$ cat config.mk
export PLATFORM = sky130hd
export DESIGN_NAME = linear_array_deque_top
export DESIGN_NICKNAME = d
export VERILOG_FILES = /design/src/hw/rtl/lad_pkg.sv /design/src/hw/rtl/linear_array_deque_top.sv /design/src/hw/rtl/lad_mem.sv /design/src/hw/rtl/lad_ctrl.sv
export SDC_FILE = /design/constraint.sdc
export NUM_CORES = 1
export LEC_CHECK = 0
export ABC_AREA = 1
export BUFFER_PORTS_ARGS = -buffer_cell sky130_fd_sc_hd__buf_2
export CORE_MARGIN = 8
export CORE_UTILIZATION = 25
export CTS_CLUSTER_DIAMETER = 40
export CTS_CLUSTER_SIZE = 30
export DETAILED_ROUTE_END_ITERATION = 10
export SYNTH_ARGS = -nofsm -noshare
export SYNTH_HDL_FRONTEND = slang
export SYNTH_HIERARCHICAL = 1
export SYNTH_SLANG_ARGS = --single-unit
$ cat constraint.sdc
create_clock -name clk -period 5.3 [get_ports clk]
set_input_delay 0.53 -clock clk [delete_from_list [all_inputs] [get_ports clk]]
set_output_delay 0.53 -clock clk [all_outputs]
set_load 0.01 [all_outputs]
$ cat src/hw/rtl/lad_pkg.sv
// ----------------------------------------------------------------------------
// lad_pkg
// Shared types and constants of the linear array deque.
// ----------------------------------------------------------------------------
package lad_pkg;

  localparam int VALUE_W = 32;
  localparam int OCC_W   = 5;
  localparam int CAP_W   = 5;
  localparam int REQ_W   = 2;
  localparam int STAT_W  = 2;

  localparam logic [CAP_W-1:0] CAP_RESET = CAP_W'(16);

  typedef enum logic [REQ_W-1:0] {
    REQ_PUSH_REAR  = 2'd0,
    REQ_POP_REAR   = 2'd1,
    REQ_PUSH_FRONT = 2'd2,
    REQ_POP_FRONT  = 2'd3
  } req_e_t;

  typedef enum logic [STAT_W-1:0] {
    ST_OK      = 2'd0,
    ST_FULL    = 2'd1,
    ST_EMPTY   = 2'd2,
    ST_NOFRONT = 2'd3
  } status_e_t;

  typedef struct packed {
    status_e_t        status;
    logic [OCC_W-1:0] occupancy;
    logic             pop_ok;
  } result_t;

  typedef struct packed {
    logic wr_en;
    logic rd_en;
  } mem_cmd_t;

endpackage

$ cat src/hw/rtl/linear_array_deque_top.sv
// ----------------------------------------------------------------------------
// linear_array_deque_top
// Double-ended queue over a linear slot store with a registered-read memory.
//
//   channel  ports                                        direction
//   in       in_valid, in_stall, in_req_type, in_push_value  word in
//   out      out_valid, out_stall, out_pop_value,
//            out_status, out_occupancy                     word out
//   cfg      cfg_we, cfg_wdata                             capacity write
//
// One word is accepted per cycle while in_stall is low; its result is held
// in the pending stage beside the registered slot memory read, then in the
// output register. Reset clears both indices and sets the capacity to 16.
// The slot memory has no reset. A stalled result holds the pending word,
// and input is stalled only while both the pending stage and output are full.
// ----------------------------------------------------------------------------
module linear_array_deque_top
  import lad_pkg::*;
#(
  parameter int DEPTH      = 16,
  parameter int DATA_WIDTH = 32
) (
  input  logic                     clk,
  input  logic                     rst_n,
  input  logic                     cfg_we,
  input  logic [CAP_W-1:0]         cfg_wdata,
  input  logic                     in_valid,
  output logic                     in_stall,
  input  logic [REQ_W-1:0]         in_req_type,
  input  logic signed [VALUE_W-1:0] in_push_value,
  output logic                     out_valid,
  input  logic                     out_stall,
  output logic signed [VALUE_W-1:0] out_pop_value,
  output logic [STAT_W-1:0]        out_status,
  output logic [OCC_W-1:0]         out_occupancy
);

  localparam int AW = (DEPTH > 1) ? $clog2(DEPTH) : 1;

  mem_cmd_t              mem_cmd;
  logic [AW-1:0]         mem_addr;
  logic [DATA_WIDTH-1:0] mem_wdata;
  logic [DATA_WIDTH-1:0] mem_rdata_r;
  logic [VALUE_W-1:0]    rd_ext;
  result_t               res;
  result_t               pend_res_r;
  logic                  pend_r, pend_nxt;
  logic                  out_valid_r, out_valid_nxt;
  logic [VALUE_W-1:0]    out_value_r;
  status_e_t             out_status_r;
  logic [OCC_W-1:0]      out_occ_r;
  logic                  acc, move;

  assign move     = pend_r && (!out_valid_r || !out_stall);
  assign in_stall = pend_r && !move;
  assign acc      = in_valid && !in_stall;

  lad_ctrl #(
    .DEPTH      (DEPTH),
    .DATA_WIDTH (DATA_WIDTH),
    .AW         (AW)
  ) u_ctrl (
    .clk        (clk),
    .rst_n      (rst_n),
    .cfg_we     (cfg_we),
    .cfg_wdata  (cfg_wdata),
    .acc        (acc),
    .req_type   (in_req_type),
    .push_value (in_push_value),
    .mem_cmd    (mem_cmd),
    .mem_addr   (mem_addr),
    .mem_wdata  (mem_wdata),
    .res        (res)
  );

  lad_mem #(
    .DEPTH      (DEPTH),
    .DATA_WIDTH (DATA_WIDTH),
    .AW         (AW)
  ) u_mem (
    .clk     (clk),
    .cmd     (mem_cmd),
    .addr    (mem_addr),
    .wdata   (mem_wdata),
    .rdata_r (mem_rdata_r)
  );

  generate
    if (DATA_WIDTH >= VALUE_W) begin : g_trunc
      assign rd_ext = mem_rdata_r[VALUE_W-1:0];
    end else begin : g_sext
      assign rd_ext = {{(VALUE_W-DATA_WIDTH){mem_rdata_r[DATA_WIDTH-1]}}, mem_rdata_r};
    end
  endgenerate

  always_comb begin
    pend_nxt      = acc ? 1'b1 : (move ? 1'b0 : pend_r);
    out_valid_nxt = move ? 1'b1 : (out_valid_r && out_stall);
  end

  always_ff @(posedge clk) begin
    if (!rst_n) begin
      pend_r      <= 1'b0;
      out_valid_r <= 1'b0;
    end else begin
      pend_r      <= pend_nxt;
      out_valid_r <= out_valid_nxt;
    end
  end

  always_ff @(posedge clk) begin
    if (acc) begin
      pend_res_r <= res;
    end
    if (move) begin
      out_value_r  <= pend_res_r.pop_ok ? rd_ext : '1;
      out_status_r <= pend_res_r.status;
      out_occ_r    <= pend_res_r.occupancy;
    end
  end

  assign out_valid     = out_valid_r;
  assign out_pop_value = out_value_r;
  assign out_status    = out_status_r;
  assign out_occupancy = out_occ_r;

  a_stall_needs_pending : assert property (@(posedge clk) disable iff (!rst_n)
    in_stall |-> pend_r && out_valid_r)
    else $error("input stalled without a blocked pending word");

  a_pending_moves : assert property (@(posedge clk) disable iff (!rst_n)
    pend_r && !out_valid_r |=> out_valid_r)
    else $error("pending word did not reach an empty output register");

  a_failed_value : assert property (@(posedge clk) disable iff (!rst_n)
    out_valid && out_status != ST_OK |-> out_pop_value == '1)
    else $error("failed access returned a value other than minus one");

  a_one_mem_access : assert property (@(posedge clk) disable iff (!rst_n)
    !(mem_cmd.wr_en && mem_cmd.rd_en))
    else $error("memory read and write issued together");

endmodule

$ cat src/hw/rtl/lad_mem.sv
// ----------------------------------------------------------------------------
// lad_mem
// Slot store: one write or one registered read per cycle.
// ----------------------------------------------------------------------------
module lad_mem
  import lad_pkg::*;
#(
  parameter int DEPTH      = 16,
  parameter int DATA_WIDTH = 32,
  parameter int AW         = 4
) (
  input  logic                  clk,
  input  mem_cmd_t              cmd,
  input  logic [AW-1:0]         addr,
  input  logic [DATA_WIDTH-1:0] wdata,
  output logic [DATA_WIDTH-1:0] rdata_r
);

  logic [DATA_WIDTH-1:0] mem_r [DEPTH];

  always_ff @(posedge clk) begin
    if (cmd.wr_en) begin
      mem_r[addr] <= wdata;
    end
  end

  always_ff @(posedge clk) begin
    if (cmd.rd_en) begin
      rdata_r <= mem_r[addr];
    end
  end

endmodule

$ cat src/hw/rtl/lad_ctrl.sv
// ----------------------------------------------------------------------------
// lad_ctrl
// Capacity register, front and rear indices, and the per-word decision.
// ----------------------------------------------------------------------------
module lad_ctrl
  import lad_pkg::*;
#(
  parameter int DEPTH      = 16,
  parameter int DATA_WIDTH = 32,
  parameter int AW         = 4
) (
  input  logic                  clk,
  input  logic                  rst_n,
  input  logic                  cfg_we,
  input  logic [CAP_W-1:0]      cfg_wdata,
  input  logic                  acc,
  input  logic [REQ_W-1:0]      req_type,
  input  logic [VALUE_W-1:0]    push_value,
  output mem_cmd_t              mem_cmd,
  output logic [AW-1:0]         mem_addr,
  output logic [DATA_WIDTH-1:0] mem_wdata,
  output result_t               res
);

  localparam int IDX_W = $clog2(DEPTH + 1);
  localparam int CMP_W = (IDX_W > CAP_W) ? IDX_W : CAP_W;

  logic [CAP_W-1:0] capacity_r;
  logic [IDX_W-1:0] front_r, front_nxt;
  logic [IDX_W-1:0] rear_r, rear_nxt;
  logic [CMP_W-1:0] cap_ext, rear_ext, front_ext, depth_ext, occ_ext;
  logic [IDX_W-1:0] addr_full;
  logic             wr, rd;
  status_e_t        status;

  assign depth_ext = CMP_W'(DEPTH);
  assign rear_ext  = CMP_W'(rear_r);
  assign front_ext = CMP_W'(front_r);
  assign cap_ext   = (CMP_W'(capacity_r) > depth_ext) ? depth_ext : CMP_W'(capacity_r);

  always_comb begin
    status    = ST_OK;
    wr        = 1'b0;
    rd        = 1'b0;
    front_nxt = front_r;
    rear_nxt  = rear_r;
    addr_full = rear_r;
    unique case (req_e_t'(req_type))
      REQ_PUSH_REAR: begin
        addr_full = rear_r;
        if (rear_ext >= cap_ext) begin
          status = ST_FULL;
        end else begin
          wr       = 1'b1;
          rear_nxt = rear_r + IDX_W'(1);
        end
      end
      REQ_POP_REAR: begin
        addr_full = rear_r - IDX_W'(1);
        if (rear_r <= front_r) begin
          status = ST_EMPTY;
        end else begin
          rd       = 1'b1;
          rear_nxt = rear_r - IDX_W'(1);
        end
      end
      REQ_PUSH_FRONT: begin
        addr_full = front_r - IDX_W'(1);
        if (front_r == '0) begin
          status = ST_NOFRONT;
        end else begin
          wr        = 1'b1;
          front_nxt = front_r - IDX_W'(1);
        end
      end
      REQ_POP_FRONT: begin
        addr_full = front_r;
        if (rear_r <= front_r || front_ext >= depth_ext) begin
          status = ST_EMPTY;
        end else begin
          rd        = 1'b1;
          front_nxt = front_r + IDX_W'(1);
        end
      end
      default: begin
        status = ST_OK;
      end
    endcase
  end

  assign occ_ext = CMP_W'(rear_nxt) - CMP_W'(front_nxt);

  assign mem_cmd.wr_en = acc && wr;
  assign mem_cmd.rd_en = acc && rd;
  assign mem_addr      = addr_full[AW-1:0];

  generate
    if (DATA_WIDTH <= VALUE_W) begin : g_narrow
      assign mem_wdata = push_value[DATA_WIDTH-1:0];
    end else begin : g_wide
      assign mem_wdata = {{(DATA_WIDTH-VALUE_W){1'b0}}, push_value};
    end
  endgenerate

  assign res.status    = status;
  assign res.occupancy = occ_ext[OCC_W-1:0];
  assign res.pop_ok    = rd;

  always_ff @(posedge clk) begin
    if (!rst_n) begin
      capacity_r <= CAP_RESET;
      front_r    <= '0;
      rear_r     <= '0;
    end else begin
      if (cfg_we) begin
        capacity_r <= cfg_wdata;
      end
      if (acc) begin
        front_r <= front_nxt;
        rear_r  <= rear_nxt;
      end
    end
  end

endmodule

==> results_dict.tcl <==
set metrics [dict create \
    ant_nets 0 \
    fp.dieH_um 340.3 \
    syn-num-nets 2605 \
    slew_violations 0 \
    firstDrtPassIters 6 \
    timing.critical_path.buf_inv 3 \
    worst-path-stages 15 \
    critical_path_required_ns 5.62 \
    worstMarginPinSlew_ns 1.231 \
    global_route.usage.met3_pct 2.775 \
    routed_via_density 4.094 \
    grt_start_max_net_pins 106 \
    synthFlopType "sky130_fd_sc_hd__edfxtp_1" \
    post_drt_wl_per_cell_um 15.58 \
    synth_edf_count 591 \
    syn_inst 2542 \
    synth.distinct_cells 42 \
    power.density_mw_per_mm2 425.2 \
    setup_tns_ns 0 \
    report.final.setup_viol 0 \
    critical_path.startpoint_type "flip-flop" \
    ys_async_sr_fraction_pct 0 \
    core_region_area_mm2 0.1048 \
    worst-endpoint-arrival_ns 4.26 \
    cpLargestDelayFamily "simple AND/OR/NAND/NOR gates" \
    clock_path_buffers 3 \
    setup.worst_path.class "flip-flop to flip-flop" \
    cts_buf_count 86 \
    grt_use_total_pct 10.78 \
    place_area_mm2 0.02805 \
    path_max_fanout 26 \
    clkLatencyLatePin_ns 0.63 \
    timing.critical_path.slowest_cell_delay_ns 0.90 \
    cts.sink_count 608 \
    drt_drc_violations_left 0 \
    whs_path_depth 3 \
    final_hold_violating_endpoints 0 \
    yosys.area.top_type "sky130_fd_sc_hd__edfxtp_1" \
    vdd.ir_drop.worst_mv 0.2477 \
    slowest_cell_on_the_critical_path "sky130_fd_sc_hd__nor2_4" \
    yosys.area.top_type_share_pct 67.50 \
    placed_cells_incl_taps 3918 \
    finalWeightedCongestion 0.7776 \
    fraction_of_layout_cells_with_a_size_suffix_above_1_pct 12.03 \
    design_area_mm2 0.03124 \
    total_number_of_h_tree_levels 3 \
    met2_grt_util_pct 18.19 \
    power.leakage_nw 12.83 \
    max_cap_viol_count 0 \
    crit-reg2reg-launch "u_ctrl/capacity_r[1]" \
    rsz0062_at_grt "false" \
    detail_route.wirelength_um 63640 \
    ys_warns 6 \
    path_cells "inv_1 > a31oi_1 > inv_1 > nand2_1 > ha_1 > nand2_1 > nand2_1 > nand2_1 > nand2_1 > nor2_4 > nand2_1 > a21oi_1 > nand3_1 > nor2_4 > buf_4" \
    placementRows 119 \
    fill_cells 10794 \
    finalNonFillerCells 4085 \
    critPathMostFrequentCell "sky130_fd_sc_hd__nand2_1" \
    tritoncts "built" \
    worstReg2RegEnd "u_mem/mem_r[7][30]" \
    grt.busiest_layer "met2" \
    grt_first_pass_wirelength_um 98590 \
    die_boundary_width_um 340.3 \
    timing.reg2reg.setup_slack_ns 1.36 \
    result_of_the_run "finished, final reports clean" \
    floorplan.io_pins 85 \
    cts_clk_pin_slew_worst_paths_ns 0.05 \
    nNetsFinal 2678 \
    cts_setup_buffers 0 \
    yosysSeqAreaShare_pct 68.80 \
    maxClockFrequency_mhz 254.1 \
    design.die.area_mm2 0.1158 \
    clockRootBuffer "sky130_fd_sc_hd__clkbuf_16" \
    finalCriticalPeriod_ns 3.936 \
    antenna_found_initial 10 \
    routed-via-count 16723 \
    place_hpwl_um 36360 \
    number_of_global_route_vias_before_repair 16604 \
    post-route-period-util_pct 74.26 \
    crit_start "u_ctrl/capacity_r[1]" \
    syn_avg_cell_area_um2 10.34 \
    fin_skew_ns 0.02806 \
    p_total_mw 13.28 \
    post_synth_instance_area_mm2 0.02629 \
    global_route.usage.met1_pct 13.51 \
    worst_hold_path_type "input port to flip-flop" \
    yosys_register_bits 608 \
    worst-r2r-cell-count 15 \
    crit_path_end_kind "flip-flop" \
    grt_total_ovfl 0 \
    numPortBuffers 84 \
    starting_density_pct 25.08 \
    detailed_router_s_first_iteration_violation_count 1319 \
    worstHoldEndpoint "u_ctrl/capacity_r[4]" \
    area_growth_syn_to_layout_pct 18.82 \
    cts-resized-gates 0 \
    cts_hold_buffers 0 \
    worstHoldStart "cfg_wdata[4]" \
    slew-limit-headroom_pct 17.74 \
    synth_area_leaders "sky130_fd_sc_hd__edfxtp_1 (68%), sky130_fd_sc_hd__nand2_1 (21%), sky130_fd_sc_hd__inv_1 (2.1%)" \
]
==> registers in the layout, indices dropped and copies added, names as in the netlist, 5 cells and up <==
name	count
u_ctrl/front_ext	5
out_occupancy	5
u_ctrl/rear_ext	5
pend_res_r	8
out_pop_value	32
u_mem/rdata_r	32
u_ctrl/capacity_r	5
u_mem/mem_r	512
==> Yosys cell counts, types with 3 or more instances <==
| cell | instances |
|---|---|
| sky130_fd_sc_hd__a21oi_1 | 25 |
| sky130_fd_sc_hd__nand2_2 | 8 |
| sky130_fd_sc_hd__o211ai_1 | 3 |
| sky130_fd_sc_hd__nor2_4 | 4 |
| sky130_fd_sc_hd__clkbuf_1 | 11 |
| sky130_fd_sc_hd__buf_2 | 42 |
| sky130_fd_sc_hd__nor2_1 | 34 |
| sky130_fd_sc_hd__buf_6 | 26 |
| sky130_fd_sc_hd__edfxtp_1 | 591 |
| sky130_fd_sc_hd__buf_4 | 52 |
| sky130_fd_sc_hd__xor2_1 | 7 |
| sky130_fd_sc_hd__clkinv_2 | 3 |
| sky130_fd_sc_hd__o21ai_0 | 19 |
| sky130_fd_sc_hd__buf_1 | 6 |
| sky130_fd_sc_hd__dfxtp_1 | 17 |
| sky130_fd_sc_hd__nand4_1 | 7 |
| sky130_fd_sc_hd__ha_1 | 18 |
| sky130_fd_sc_hd__xnor2_1 | 3 |
| sky130_fd_sc_hd__nand3_1 | 25 |
| sky130_fd_sc_hd__inv_1 | 145 |
| sky130_fd_sc_hd__nand2_1 | 1469 |
==> stage by stage <==
| step | util, % | setup slack [ns] | hold WS, ns |
|---|---|---|---|
| final | 29.80 | 1.364 | 0.1183 |
| after global routing | 29.78 | 1.091 | 0.1247 |
| after CTS | 29.78 | 1.387 | 0.07752 |
| after detailed placement | 26.76 | 1.174 | 0.4066 |
| after global placement | 26.76 | 1.220 | 0.4033 |
| after floorplan | - | 1.557 | 0.4003 |
==> cell families (layout without fill, tap and decap cells) <==
group                    after synthesis  in the layout  synth area share (%)
XOR/XNOR                              10             10                0.3331
AO/OA/AOI/OAI                         56             56                 1.194
other                                  0              8                     0
buffers and inverters                292            436                 5.939
flip-flops                           608            608                 68.80
AND/OR/NAND/NOR                     1557           1557                 22.80
adder cells (fa/ha/maj)               19             19                0.9328
==> worst max path at each step <==
stage | to | slack [ns]
2_1_floorplan | u_mem/mem_r[5][0] | 1.56
3_3_place_gp | u_mem/rdata_r[30] | 1.22
3_5_place_dp | u_mem/rdata_r[1] | 1.17
4_1_cts | u_mem/rdata_r[30] | 1.39
5_1_grt | u_mem/mem_r[7][29] | 1.09
6_report | u_mem/mem_r[7][30] | 1.36
==> layer usage <==
| layer | routed length, um | part of all wire (%) | up-vias |
|---|---|---|---|
| met5 | 23 | 0.036 | - |
| met4 | 1394 | 2.2 | 4 |
| met3 | 3991 | 6.3 | 99 |
| met2 | 30560 | 48 | 357 |
| met1 | 27660 | 43 | 7924 |
| li1 | - | - | 8339 |
==> worst reg2reg max path, cell delays in order, from the launching register on <==
cell	delay, ns
sky130_fd_sc_hd__dfxtp_1	0.34
sky130_fd_sc_hd__inv_1	0.06
sky130_fd_sc_hd__a31oi_1	0.21
sky130_fd_sc_hd__inv_1	0.06
sky130_fd_sc_hd__nand2_1	0.07
sky130_fd_sc_hd__ha_1	0.23
sky130_fd_sc_hd__nand2_1	0.07
sky130_fd_sc_hd__nand2_1	0.04
sky130_fd_sc_hd__nand2_1	0.05
sky130_fd_sc_hd__nand2_1	0.08
sky130_fd_sc_hd__nor2_4	0.23
sky130_fd_sc_hd__nand2_1	0.10
sky130_fd_sc_hd__a21oi_1	0.44
sky130_fd_sc_hd__nand3_1	0.43
sky130_fd_sc_hd__nor2_4	0.90
sky130_fd_sc_hd__buf_4	0.31
==> area by class of cell <==
| class | instances | area, um2 | area share, % |
|---|---|---|---|
| Antenna cell | 8 | 20.02 | 0.06408 |
| Sequential cell | 608 | 18090 | 57.90 |
| Multi-Input combinational cell | 1642 | 6812 | 21.80 |
| Tap cell | 1391 | 1740 | 5.571 |
| Clock inverter | 68 | 930.9 | 2.980 |
| Inverter | 154 | 601.8 | 1.926 |
| Clock buffer | 91 | 2235 | 7.153 |
| Timing Repair Buffer | 123 | 813.3 | 2.603 |
==> where the power goes <==
group / switching, mW / internal [mW] / leakage [nW]
Clock: 2.28 / 3.93 / 1.51
Sequential: 0.0393 / 5.44 / 5.47
Combinational: 1.17 / 0.430 / 5.85
==> cells in the final DEF, fill, tap and decap left out, drive strengths merged <==
cell type,instances
o21ai,21
dfxtp,17
o21bai,1
diode,8
ha,18
bufinv,16
o211ai,3
a21o,1
nor2,39
a21oi,25
buf,123
and3,2
clkinv,15
nor3,1
clkinvlp,14
nand2,1478
xnor2,3
edfxtp,591
inv,177
nand4,8
xor2,7
nand3,27
clkbuf,91
a211oi,2
nand3b,2
fa,1
o21a,1
a31oi,2
No activity file was read; power rests on OpenSTA's default activity.
